==> config.mk <==
export PLATFORM = sky130hd
export DESIGN_NAME = attitude_frame_parser
export DESIGN_NICKNAME = d
export VERILOG_FILES = /design/src/rtl/core/afp_pkg.sv /design/src/rtl/core/afp_parser.sv /design/src/rtl/core/attitude_frame_parser.sv
export SDC_FILE = /design/constraint.sdc
export NUM_CORES = 1
export LEC_CHECK = 0
export ABC_AREA = 1
export BUFFER_PORTS_ARGS = -buffer_cell sky130_fd_sc_hd__buf_2
export CAP_MARGIN = 15
export CORE_UTILIZATION = 55
export CTS_CLUSTER_DIAMETER = 150
export DETAILED_ROUTE_END_ITERATION = 10
export MAX_ROUTING_LAYER = met4
export PLACE_DENSITY_LB_ADDON = 0.2
export SLEW_MARGIN = 40
export SYNTH_ARGS = -nofsm -noshare
export SYNTH_HDL_FRONTEND = slang
export SYNTH_HIERARCHICAL = 1
export SYNTH_SLANG_ARGS = --single-unit
==> constraint.sdc <==
create_clock -name i_clk -period 5 [get_ports i_clk]
set_input_delay 0.75 -clock i_clk [delete_from_list [all_inputs] [get_ports i_clk]]
set_output_delay 0.75 -clock i_clk [all_outputs]
set_load 0.005 [all_outputs]
==> src/rtl/core/afp_pkg.sv <==
// Shared types and constants for the attitude frame parser.
package afp_pkg;

    localparam logic [7:0] SYNC_BYTE = 8'd170;
    localparam logic [7:0] FRAME_ID  = 8'd1;
    localparam logic [7:0] FRAME_LEN = 8'd14;

    // Positions within the payload; the last one is the checksum byte.
    localparam logic [3:0] IDX_ROLL_HI   = 4'd0;
    localparam logic [3:0] IDX_ROLL_LO   = 4'd1;
    localparam logic [3:0] IDX_PITCH_HI  = 4'd2;
    localparam logic [3:0] IDX_PITCH_LO  = 4'd3;
    localparam logic [3:0] IDX_YAW_HI    = 4'd4;
    localparam logic [3:0] IDX_YAW_LO    = 4'd5;
    localparam logic [3:0] IDX_STATE     = 4'd9;
    localparam logic [3:0] IDX_MODE      = 4'd10;
    localparam logic [3:0] IDX_LOCK      = 4'd11;
    localparam logic [3:0] IDX_HEIGHT_HI = 4'd12;
    localparam logic [3:0] IDX_HEIGHT_LO = 4'd13;
    localparam logic [3:0] IDX_CSUM      = 4'd14;

    localparam int FRAME_BITS = 88;

    typedef enum logic [2:0] {
        PH_IDLE  = 3'd0,
        PH_SYNC1 = 3'd1,
        PH_SYNC2 = 3'd2,
        PH_ID    = 3'd3,
        PH_BODY  = 3'd4
    } t_phase;

    typedef struct packed {
        logic signed [15:0] height;
        logic [7:0]         lock_flag;
        logic [7:0]         flight_mode;
        logic [7:0]         flight_state;
        logic signed [15:0] yaw;
        logic signed [15:0] pitch;
        logic signed [15:0] roll;
    } t_frame;

endpackage

==> src/rtl/core/afp_parser.sv <==
// Header hunt state machine and payload field assembly.
module afp_parser (
    input  logic            i_clk,
    input  logic            i_rst_n,
    input  logic            i_valid,
    input  logic [7:0]      i_byte,
    output logic            o_frame_valid,
    output afp_pkg::t_frame o_frame
);
    import afp_pkg::*;

    t_phase             r_phase, n_phase;
    logic [3:0]         r_idx, n_idx;
    logic [7:0]         r_hold, n_hold;
    logic signed [15:0] r_roll, n_roll;
    logic signed [15:0] r_pitch, n_pitch;
    logic signed [15:0] r_yaw, n_yaw;
    logic signed [15:0] r_height, n_height;
    logic [7:0]         r_state, n_state;
    logic [7:0]         r_mode, n_mode;
    logic [7:0]         r_lock, n_lock;
    logic               w_last;

    // index 15 cannot occur, but would be handled as the checksum too
    assign w_last = (r_idx >= IDX_CSUM);

    always_comb begin
        n_phase = r_phase;
        if (i_valid) begin
            unique case (r_phase)
                PH_SYNC1: n_phase = (i_byte == SYNC_BYTE) ? PH_SYNC2 : PH_IDLE;
                PH_SYNC2: n_phase = (i_byte == FRAME_ID) ? PH_ID : PH_IDLE;
                PH_ID:    n_phase = (i_byte == FRAME_LEN) ? PH_BODY : PH_IDLE;
                PH_BODY:  n_phase = w_last ? PH_IDLE : PH_BODY;
                default:  n_phase = (i_byte == SYNC_BYTE) ? PH_SYNC1 : PH_IDLE;
            endcase
        end
    end

    always_comb begin
        n_idx    = r_idx;
        n_hold   = r_hold;
        n_roll   = r_roll;
        n_pitch  = r_pitch;
        n_yaw    = r_yaw;
        n_height = r_height;
        n_state  = r_state;
        n_mode   = r_mode;
        n_lock   = r_lock;
        if (i_valid && r_phase == PH_ID) begin
            n_idx = '0;
        end else if (i_valid && r_phase == PH_BODY) begin
            n_idx = w_last ? 4'd0 : r_idx + 4'd1;
            case (r_idx) inside
                IDX_ROLL_HI, IDX_PITCH_HI, IDX_YAW_HI, IDX_HEIGHT_HI: n_hold = i_byte;
                IDX_ROLL_LO:   n_roll   = {r_hold, i_byte};
                IDX_PITCH_LO:  n_pitch  = {r_hold, i_byte};
                IDX_YAW_LO:    n_yaw    = {r_hold, i_byte};
                IDX_HEIGHT_LO: n_height = {r_hold, i_byte};
                IDX_STATE:     n_state  = i_byte;
                IDX_MODE:      n_mode   = i_byte;
                IDX_LOCK:      n_lock   = 8'd1 - i_byte;
                default: ;
            endcase
        end
    end

    always_ff @(posedge i_clk) begin
        if (!i_rst_n) begin
            r_phase <= PH_IDLE;
            r_idx   <= '0;
        end else begin
            r_phase <= n_phase;
            r_idx   <= n_idx;
        end
    end

    always_ff @(posedge i_clk) begin
        r_hold   <= n_hold;
        r_roll   <= n_roll;
        r_pitch  <= n_pitch;
        r_yaw    <= n_yaw;
        r_height <= n_height;
        r_state  <= n_state;
        r_mode   <= n_mode;
        r_lock   <= n_lock;
    end

    // every field was written earlier in the same frame, so registers are final here
    assign o_frame_valid        = i_valid && r_phase == PH_BODY && w_last;
    assign o_frame.roll         = r_roll;
    assign o_frame.pitch        = r_pitch;
    assign o_frame.yaw          = r_yaw;
    assign o_frame.flight_state = r_state;
    assign o_frame.flight_mode  = r_mode;
    assign o_frame.lock_flag    = r_lock;
    assign o_frame.height       = r_height;

`ifndef ASSERT_OFF
    a_emit_to_idle: assert property (@(posedge i_clk) disable iff (!i_rst_n)
        o_frame_valid |=> r_phase == PH_IDLE && r_idx == '0)
        else $error("parser did not return to idle after a frame");

    a_body_starts_at_zero: assert property (@(posedge i_clk) disable iff (!i_rst_n)
        r_phase == PH_BODY && $past(r_phase) != PH_BODY |-> r_idx == '0)
        else $error("payload collection did not start at index zero");

    a_idx_holds_when_idle: assert property (@(posedge i_clk) disable iff (!i_rst_n)
        !i_valid |=> $stable(r_idx) && $stable(r_phase))
        else $error("parser state moved without an item");
`endif

endmodule

==> src/rtl/core/attitude_frame_parser.sv <==
// Top level: byte stream in, decoded attitude frames out through a result register.
// A frame appears on m_axis in the cycle after its checksum byte is accepted.
// Throughput: one byte per cycle; s_axis_tready drops only while a finished frame
// waits in the result register and m_axis_tready is low.
// Reset (synchronous, i_rst_n low): parser back to hunting the first sync byte,
// result register emptied; partially collected fields are discarded.
module attitude_frame_parser (
    input  logic                              i_clk,
    input  logic                              i_rst_n,
    input  logic                              s_axis_tvalid,
    output logic                              s_axis_tready,
    input  logic [7:0]                        s_axis_tdata,  // rx_byte[7:0]
    output logic                              m_axis_tvalid,
    input  logic                              m_axis_tready,
    // roll[15:0], pitch[31:16], yaw[47:32], flight_state[55:48],
    // flight_mode[63:56], lock_flag[71:64], height[87:72]
    output logic [afp_pkg::FRAME_BITS-1:0]    m_axis_tdata
);
    import afp_pkg::*;

    logic   w_accept;
    logic   w_frame_valid;
    t_frame w_frame;
    logic   r_out_valid;
    t_frame r_out_frame;

    assign s_axis_tready = !r_out_valid || m_axis_tready;
    assign w_accept      = s_axis_tvalid && s_axis_tready;

    afp_parser u_parser (
        .i_clk         (i_clk),
        .i_rst_n       (i_rst_n),
        .i_valid       (w_accept),
        .i_byte        (s_axis_tdata),
        .o_frame_valid (w_frame_valid),
        .o_frame       (w_frame)
    );

    always_ff @(posedge i_clk) begin
        if (!i_rst_n) begin
            r_out_valid <= 1'b0;
        end else if (w_frame_valid) begin
            r_out_valid <= 1'b1;
        end else if (m_axis_tready) begin
            r_out_valid <= 1'b0;
        end
    end

    always_ff @(posedge i_clk) begin
        if (w_frame_valid) begin
            r_out_frame <= w_frame;
        end
    end

    assign m_axis_tvalid = r_out_valid;
    assign m_axis_tdata  = r_out_frame;

`ifndef ASSERT_OFF
    a_frame_shows: assert property (@(posedge i_clk) disable iff (!i_rst_n)
        w_frame_valid |=> m_axis_tvalid)
        else $error("decoded frame not presented");

    a_no_overwrite: assert property (@(posedge i_clk) disable iff (!i_rst_n)
        m_axis_tvalid && !m_axis_tready |-> !s_axis_tready && !w_frame_valid)
        else $error("result register could be overwritten while stalled");

    a_reset_empties: assert property (@(posedge i_clk)
        !i_rst_n |=> !m_axis_tvalid)
        else $error("result register not emptied by reset");
`endif

endmodule
==> results.yml, run 1 <==
power:
  power-per-cell-area_mw_per_mm2: 393
  seq_power_share_pct: 58.4
  power_switching_share_pct: 19.8
  vdd_drop_max_mv: 0.238
  power.net_switching_mw: 0.590
  cellLeakagePower_nw: 2.69
  p_total_mw: 2.99
  intPower_mw: 2.40
  power.share.clock_pct: 40.6
  combinationalPowerShare_pct: 1.1
drt:
  detailedRoute.firstIterationViolations: 190
  num_vias: 2939
  detail_route.wl_per_cell_um: 17.5
  drt-total-wl_um: 10200
  drc: 0
  vias_per_cell: 5.04
  postRouteAntennaNets: 0
  drt_pass1_iterations: 4
clock_network:
  postCtsSetupBuffers: 0
  cts-hold-fix-buffers: 0
  clock_sink_count: 192
  tritoncts: "yes"
  cts_buffers: 17
  clock_tree.buffer_depth: 2
  clkSlewWorstSetupHoldPaths_ns: 0.07
  clock-root-buffer: "sky130_fd_sc_hd__clkbuf_16"
  cts.htree.levels: 4
  insertion_delay_ns: 0.42
  postCtsResizedCells: 0
synth:
  post_synthesis_cell_area_mm2: 0.00631
  synth_fp_nets: 321
  yosys.area_share.simple_pct: 5.75
  count_of_distinct_cell_types_in_the_synthesized_netlist: 28
  synth_area_in_xor_xnor_pct: 0.833
  synth_adder_area_share_pct: 0.992
  combinational_family_with_the_most_area_after_synthesis: "simple AND/OR/NAND/NOR gates"
  synth_compound_gate_area_share_pct: 0.853
  postSynthRegisterBits: 192
  seq_area_frac_synth_pct: 90.2
  synth.avg_cell_area_um2: 20.7
  postSynthCellCount: 304
  ys.warnings.count: 6
  share_of_cell_area_taken_by_muxes_after_synthesis_pct: 0
floorplanning:
  die_w_um: 109
  initial_core_util_pct: 57.4
  die_height_um: 109
  area_inside_the_core_boundary_mm2: 0.0110
  row_count: 38
  dieArea_mm2: 0.0119
  ioPinCount: 102
critical_path:
  critPathMaxStageDelay_ns: 0.51
  critPathArrivalTime_ns: 2.62
  crit_buf_inv: 5
  setup.worst_path.end_class: "flop"
  maximum_net_fanout_on_the_critical_path: 39
  crit_required_ns: 5.07
  worstSetupStartpointType: "input port"
  worstRegToRegCells: 6
  worst_path_depth: 8
  critical_path.slowest_cell: "sky130_fd_sc_hd__buf_4"
  category_of_cells_accounting_for_the_largest_share_of_critical_path_delay: "buffers and inverters"
  worstPathCellList: "buf_2 > inv_2 > a21boi_1 > nand3_4 > inv_4 > nand2_2 > clkinv_2 > buf_4"
  worst-setup-path-type: "in -> reg"
timing:
  worstMarginPinSlew_ns: 0.731
  finalCritPeriodShare_pct: 51.0
  timing.setup.tns_ns: 0
  unrepaired_setup_endpoints_after_global_routing: "no"
  timing.slew.headroom_pct: 51.1
  finalSetupViolations: 0
  layout_min_cycle_time_ns: 2.55
  max_clock_freq_ghz: 0.392
  final-hold-violation-count: 0
  finalMaxSlewViolations: 0
  fin_worst_skew_ns: 0.00949
place:
  placed_cells_incl_taps: 549
  routabilityCongestion: 0.847
  port_buffer_count: 101
  dp_hpwl_um: 6760
  dpl_cell_area_mm2: 0.00704
grt:
  grt_pass1_wl_um: 15100
  grt_overflow_total: 0
  grt_start_max_net_pins: 40
  gr-usage-all-layers_pct: 19.0
  first_global_vias: 2779
  grt_antenna_before_repair: 0
layout:
  utilization_pct: 69.3
  final_cell_mix: "sky130_fd_sc_hd__edfxtp_1 (184), sky130_fd_sc_hd__buf_2 (101), sky130_fd_sc_hd__nand2_1 (21)"
  synthToLayoutAreaGrowth_pct: 20.7
  mostFrequentLayoutCell: "sky130_fd_sc_hd__edfxtp_1"
  design_area_mm2: 0.00761
  final-seq-area_mm2: 0.00569
  layout.filler_cells: 703
  final_cells: 583
  multi_input_combinational_cell_area_um2: 566
  num_antenna_cells: 0
  final_net_count: 447
  post_route_cells_drive_above_1_share_pct: 36.1
outcome:
  outcome: "complete, no violations"
hold_path:
  number_of_cells_traversed_by_the_worst_hold_path: 0
  worstHoldPathType: "reg -> reg"
job:
  drv.max_cap_violation_count: 0
-- synthesized netlist by cell type --
cell type	number	share of area, %
sky130_fd_sc_hd__nand3b_1	1	0.12
sky130_fd_sc_hd__a21oi_1	3	0.24
sky130_fd_sc_hd__nand3_1	8	0.63
sky130_fd_sc_hd__nand3_4	1	0.28
sky130_fd_sc_hd__xnor2_1	3	0.42
sky130_fd_sc_hd__xor2_1	3	0.42
sky130_fd_sc_hd__nand4_1	3	0.30
sky130_fd_sc_hd__edfxtp_1	184	88
sky130_fd_sc_hd__nand2_2	4	0.40
sky130_fd_sc_hd__o21ai_0	1	0.079
sky130_fd_sc_hd__nor2_1	17	1.0
sky130_fd_sc_hd__clkinv_1	1	0.059
sky130_fd_sc_hd__or2_2	1	0.099
sky130_fd_sc_hd__dfxtp_1	8	2.5
sky130_fd_sc_hd__or2_0	1	0.099
sky130_fd_sc_hd__nand3_2	1	0.16
sky130_fd_sc_hd__nand4_2	1	0.20
sky130_fd_sc_hd__nor3_1	5	0.40
sky130_fd_sc_hd__a21boi_1	1	0.12
sky130_fd_sc_hd__nor3_2	2	0.32
sky130_fd_sc_hd__inv_2	2	0.12
sky130_fd_sc_hd__nor4_2	1	0.20
sky130_fd_sc_hd__nor2_2	3	0.30
sky130_fd_sc_hd__inv_1	19	1.1
sky130_fd_sc_hd__nand2_1	21	1.3
sky130_fd_sc_hd__inv_4	1	0.099
sky130_fd_sc_hd__a21oi_2	3	0.42
sky130_fd_sc_hd__ha_1	5	0.99
-- cell families (layout without fill, tap and decap cells) --
family | after synthesis | in the layout
simple gates | 70 | 70
compound gates | 8 | 8
buf+inv | 23 | 162
flops | 192 | 192
fa+ha+maj | 5 | 5
xor+xnor | 6 | 6
-- power groups by stage --
stage,sequential (mW),combinational (mW),clock [mW]
CTS,1.74,0.0322,1.24
global route,1.74,0.0353,1.29
finish,1.74,0.0320,1.21
global placement,1.78,0.0316,0
floorplan,1.78,0.0132,0
detailed placement,1.78,0.0320,0
-- cell type report --
class / count / area share (%)
flip-flops and latches: 192 / 74.7
well taps: 140 / 2.30
clock inverters: 13 / 1.40
multi-input cells: 89 / 7.43
clock buffers: 19 / 5.69
repair buffers: 107 / 7.33
inverters: 23 / 1.18
-- registers in the layout, indices dropped and copies added, names as in the netlist --
name / count
u_parser/r_lock: 8
m_axis_tvalid: 1
u_parser/r_pitch: 16
u_parser/r_yaw: 16
u_parser/r_state: 8
u_parser/r_height: 16
u_parser/r_hold: 8
u_parser/r_idx: 4
u_parser/r_phase: 3
u_parser/r_mode: 8
m_axis_tdata: 88
u_parser/r_roll: 16
-- layer usage --
metal	vias up	GRT usage, %	wire length (um)
met3	16	4.60	499
met2	97	28.6	5000
met1	1439	24.9	4550
met5	-	-	0
li1	1387	-	-
met4	0	8.69	161
-- worst paths after layout --
check | start | end | slack [ns]
worst min-delay path | u_parser/r_yaw[15] | m_axis_tdata[47] | 0.41
worst min register to register | u_parser/r_yaw[15] | m_axis_tdata[47] | 0.41
worst max-delay path | m_axis_tready | m_axis_tdata[21] | 2.45
worst max register to register | m_axis_tvalid | m_axis_tdata[21] | 2.52
-- metrics by stage --
stage,setup WS [ns],hold WS [ns]
floorplan,1.31,0.400
global placement,2.06,0.402
detailed placement,1.98,0.405
CTS,2.43,0.414
global route,2.29,0.419
finish,2.45,0.410
(Power assumes the default switching activity.)
==> inputs of run 2 (changes only) <==
==> constraint.sdc (replaced) <==
create_clock -name i_clk -period 2.6 [get_ports i_clk]
set_input_delay 0.39 -clock i_clk [delete_from_list [all_inputs] [get_ports i_clk]]
set_output_delay 0.39 -clock i_clk [all_outputs]
set_load 0.005 [all_outputs]
==> run 2 against run 1 <==
Net effect: routed wire length is 4.7% higher; cell count is 1.2% higher; die area stayed put; via count is 2.9% higher; critical path type is now reg -> reg; flip-flop and latch count stayed put.
==> results.yml, run 2 (synthesis results as in run 1) <==
clock_network:
  clock-root-buffer: "sky130_fd_sc_hd__clkbuf_16"
  cts_buffers: 17
  clock_sink_count: 192
  postCtsResizedCells: 0
  tritoncts: "yes"
  insertion_delay_ns: 0.42
  clock_tree.buffer_depth: 2
  cts-hold-fix-buffers: 0
  clkSlewWorstSetupHoldPaths_ns: 0.07
  postCtsSetupBuffers: 0
  cts.htree.levels: 4
layout:
  largest_reg_flops: 88
  utilization_pct: 70.4
  post_route_cells_drive_above_1_share_pct: 37.3
  num_antenna_cells: 0
  final_cell_mix: "sky130_fd_sc_hd__edfxtp_1 (184), sky130_fd_sc_hd__buf_2 (101), sky130_fd_sc_hd__nand2_1 (21)"
  final_net_count: 454
  synthToLayoutAreaGrowth_pct: 22.7
  design_area_mm2: 0.00773
  final_cells: 590
  mostFrequentLayoutCell: "sky130_fd_sc_hd__edfxtp_1"
drt:
  drt_pass1_iterations: 4
  vias_per_cell: 5.12
  detail_route.wl_per_cell_um: 18.1
  detailedRoute.firstIterationViolations: 214
  drc: 0
  postRouteAntennaNets: 0
  drt-total-wl_um: 10700
  num_vias: 3023
critical_path:
  worst-setup-path-type: "reg -> reg"
  critPathMaxStageDelay_ns: 0.41
  critical_path.slowest_cell: "sky130_fd_sc_hd__dfxtp_1"
  worstSetupStartpointType: "flop"
  worstPathCellList: "inv_1 > ha_1 > nand2_1 > nand4_1 > nor3_4 > buf_4"
  setup.worst_path.end_class: "flop"
  category_of_cells_accounting_for_the_largest_share_of_critical_path_delay: "simple AND/OR/NAND/NOR gates"
  crit_buf_inv: 2
  critPathArrivalTime_ns: 1.97
  crit_required_ns: 2.70
  maximum_net_fanout_on_the_critical_path: 16
grt:
  first_global_vias: 2868
  grt_start_max_net_pins: 41
  grt_pass1_wl_um: 15600
  grt_overflow_total: 0
  gr-usage-all-layers_pct: 19.7
  grt_antenna_before_repair: 0
floorplanning:
  die_w_um: 109
  area_inside_the_core_boundary_mm2: 0.0110
  ioPinCount: 102
  initial_core_util_pct: 57.4
  die_height_um: 109
  row_count: 38
  dieArea_mm2: 0.0119
job:
  drv.max_cap_violation_count: 0
power:
  power.net_switching_mw: 1.16
  combinationalPowerShare_pct: 1.0
  vdd_drop_max_mv: 0.551
  power_switching_share_pct: 19.5
  power.share.clock_pct: 42.7
  power-per-cell-area_mw_per_mm2: 771
  intPower_mw: 4.80
  cellLeakagePower_nw: 2.77
  seq_power_share_pct: 56.2
  p_total_mw: 5.96
timing:
  worstMarginPinSlew_ns: 0.414
  layout_min_cycle_time_ns: 1.87
  timing.setup.tns_ns: 0
  unrepaired_setup_endpoints_after_global_routing: "no"
  finalSetupViolations: 0
  finalCritPeriodShare_pct: 71.9
  max_clock_freq_ghz: 0.535
  fin_worst_skew_ns: 0.00730
  final-hold-violation-count: 0
  timing.slew.headroom_pct: 72.2
  finalMaxSlewViolations: 0
place:
  routabilityCongestion: 0.813
  port_buffer_count: 101
  dp_hpwl_um: 6730
  dpl_cell_area_mm2: 0.00715
  placed_cells_incl_taps: 558
hold_path:
  worstHoldPathType: "in -> reg"
outcome:
  outcome: "complete, no violations"
-- run 2: path summary, 6_finish.rpt --
check                                  startpoint                end  slack [ns]  cells past startpoint
worst max-delay path            u_parser/r_idx[1]  u_parser/r_yaw[3]        0.73                      6
worst min-delay path                      i_rst_n      m_axis_tvalid        0.23                      3
worst max register to register  u_parser/r_idx[1]  u_parser/r_yaw[3]        0.73                      6
worst min register to register  u_parser/r_yaw[7]   m_axis_tdata[39]        0.42                      0
-- run 2: power groups by stage --
stage               Clock (mW)  Combinational [mW]  Sequential (mW)
CTS                       2.59              0.0622             3.35
detailed placement           0              0.0620             3.42
finish                    2.55              0.0617             3.35
global route              2.69              0.0675             3.35
global placement             0              0.0612             3.42
floorplan                    0              0.0255             3.42
-- run 2: final cells by class --
| class | instances | area [um^2] |
|---|---|---|
| sequential | 192 | 5690 |
| inverter | 23 | 92.6 |
| clock buffer | 17 | 425 |
| tap | 140 | 175 |
| timing repair buffer | 114 | 641 |
| fill | 659 | 3250 |
| clock inverter | 15 | 156 |
| multi-input combinational | 89 | 558 |
-- run 2: metal layers --
layer  GRT usage (%)  wire (um)  part of all wire (%)  vias up
met5               -          0                     0        -
met4            8.49        180                   1.7        0
met3            5.38        498                   4.7       18
met2            31.8       5580                    52      109
met1            23.3       4440                    41     1494
li1                -          -                     -     1402
-- run 2: through the flow --
stage | hold WS [ns] | setup slack [ns]
floorplan | 0.400 | 0.0129
global placement | 0.402 | 0.702
detailed placement | 0.405 | 0.647
CTS | 0.214 | 0.725
global route | 0.229 | 0.602
finish | 0.228 | 0.730
-- run 2: worst register-to-register path, stage by stage (launching register included) --
cell	delay [ns]
sky130_fd_sc_hd__dfxtp_1	0.41
sky130_fd_sc_hd__inv_1	0.11
sky130_fd_sc_hd__ha_1	0.25
sky130_fd_sc_hd__nand2_1	0.18
sky130_fd_sc_hd__nand4_1	0.17
sky130_fd_sc_hd__nor3_4	0.13
sky130_fd_sc_hd__buf_4	0.30
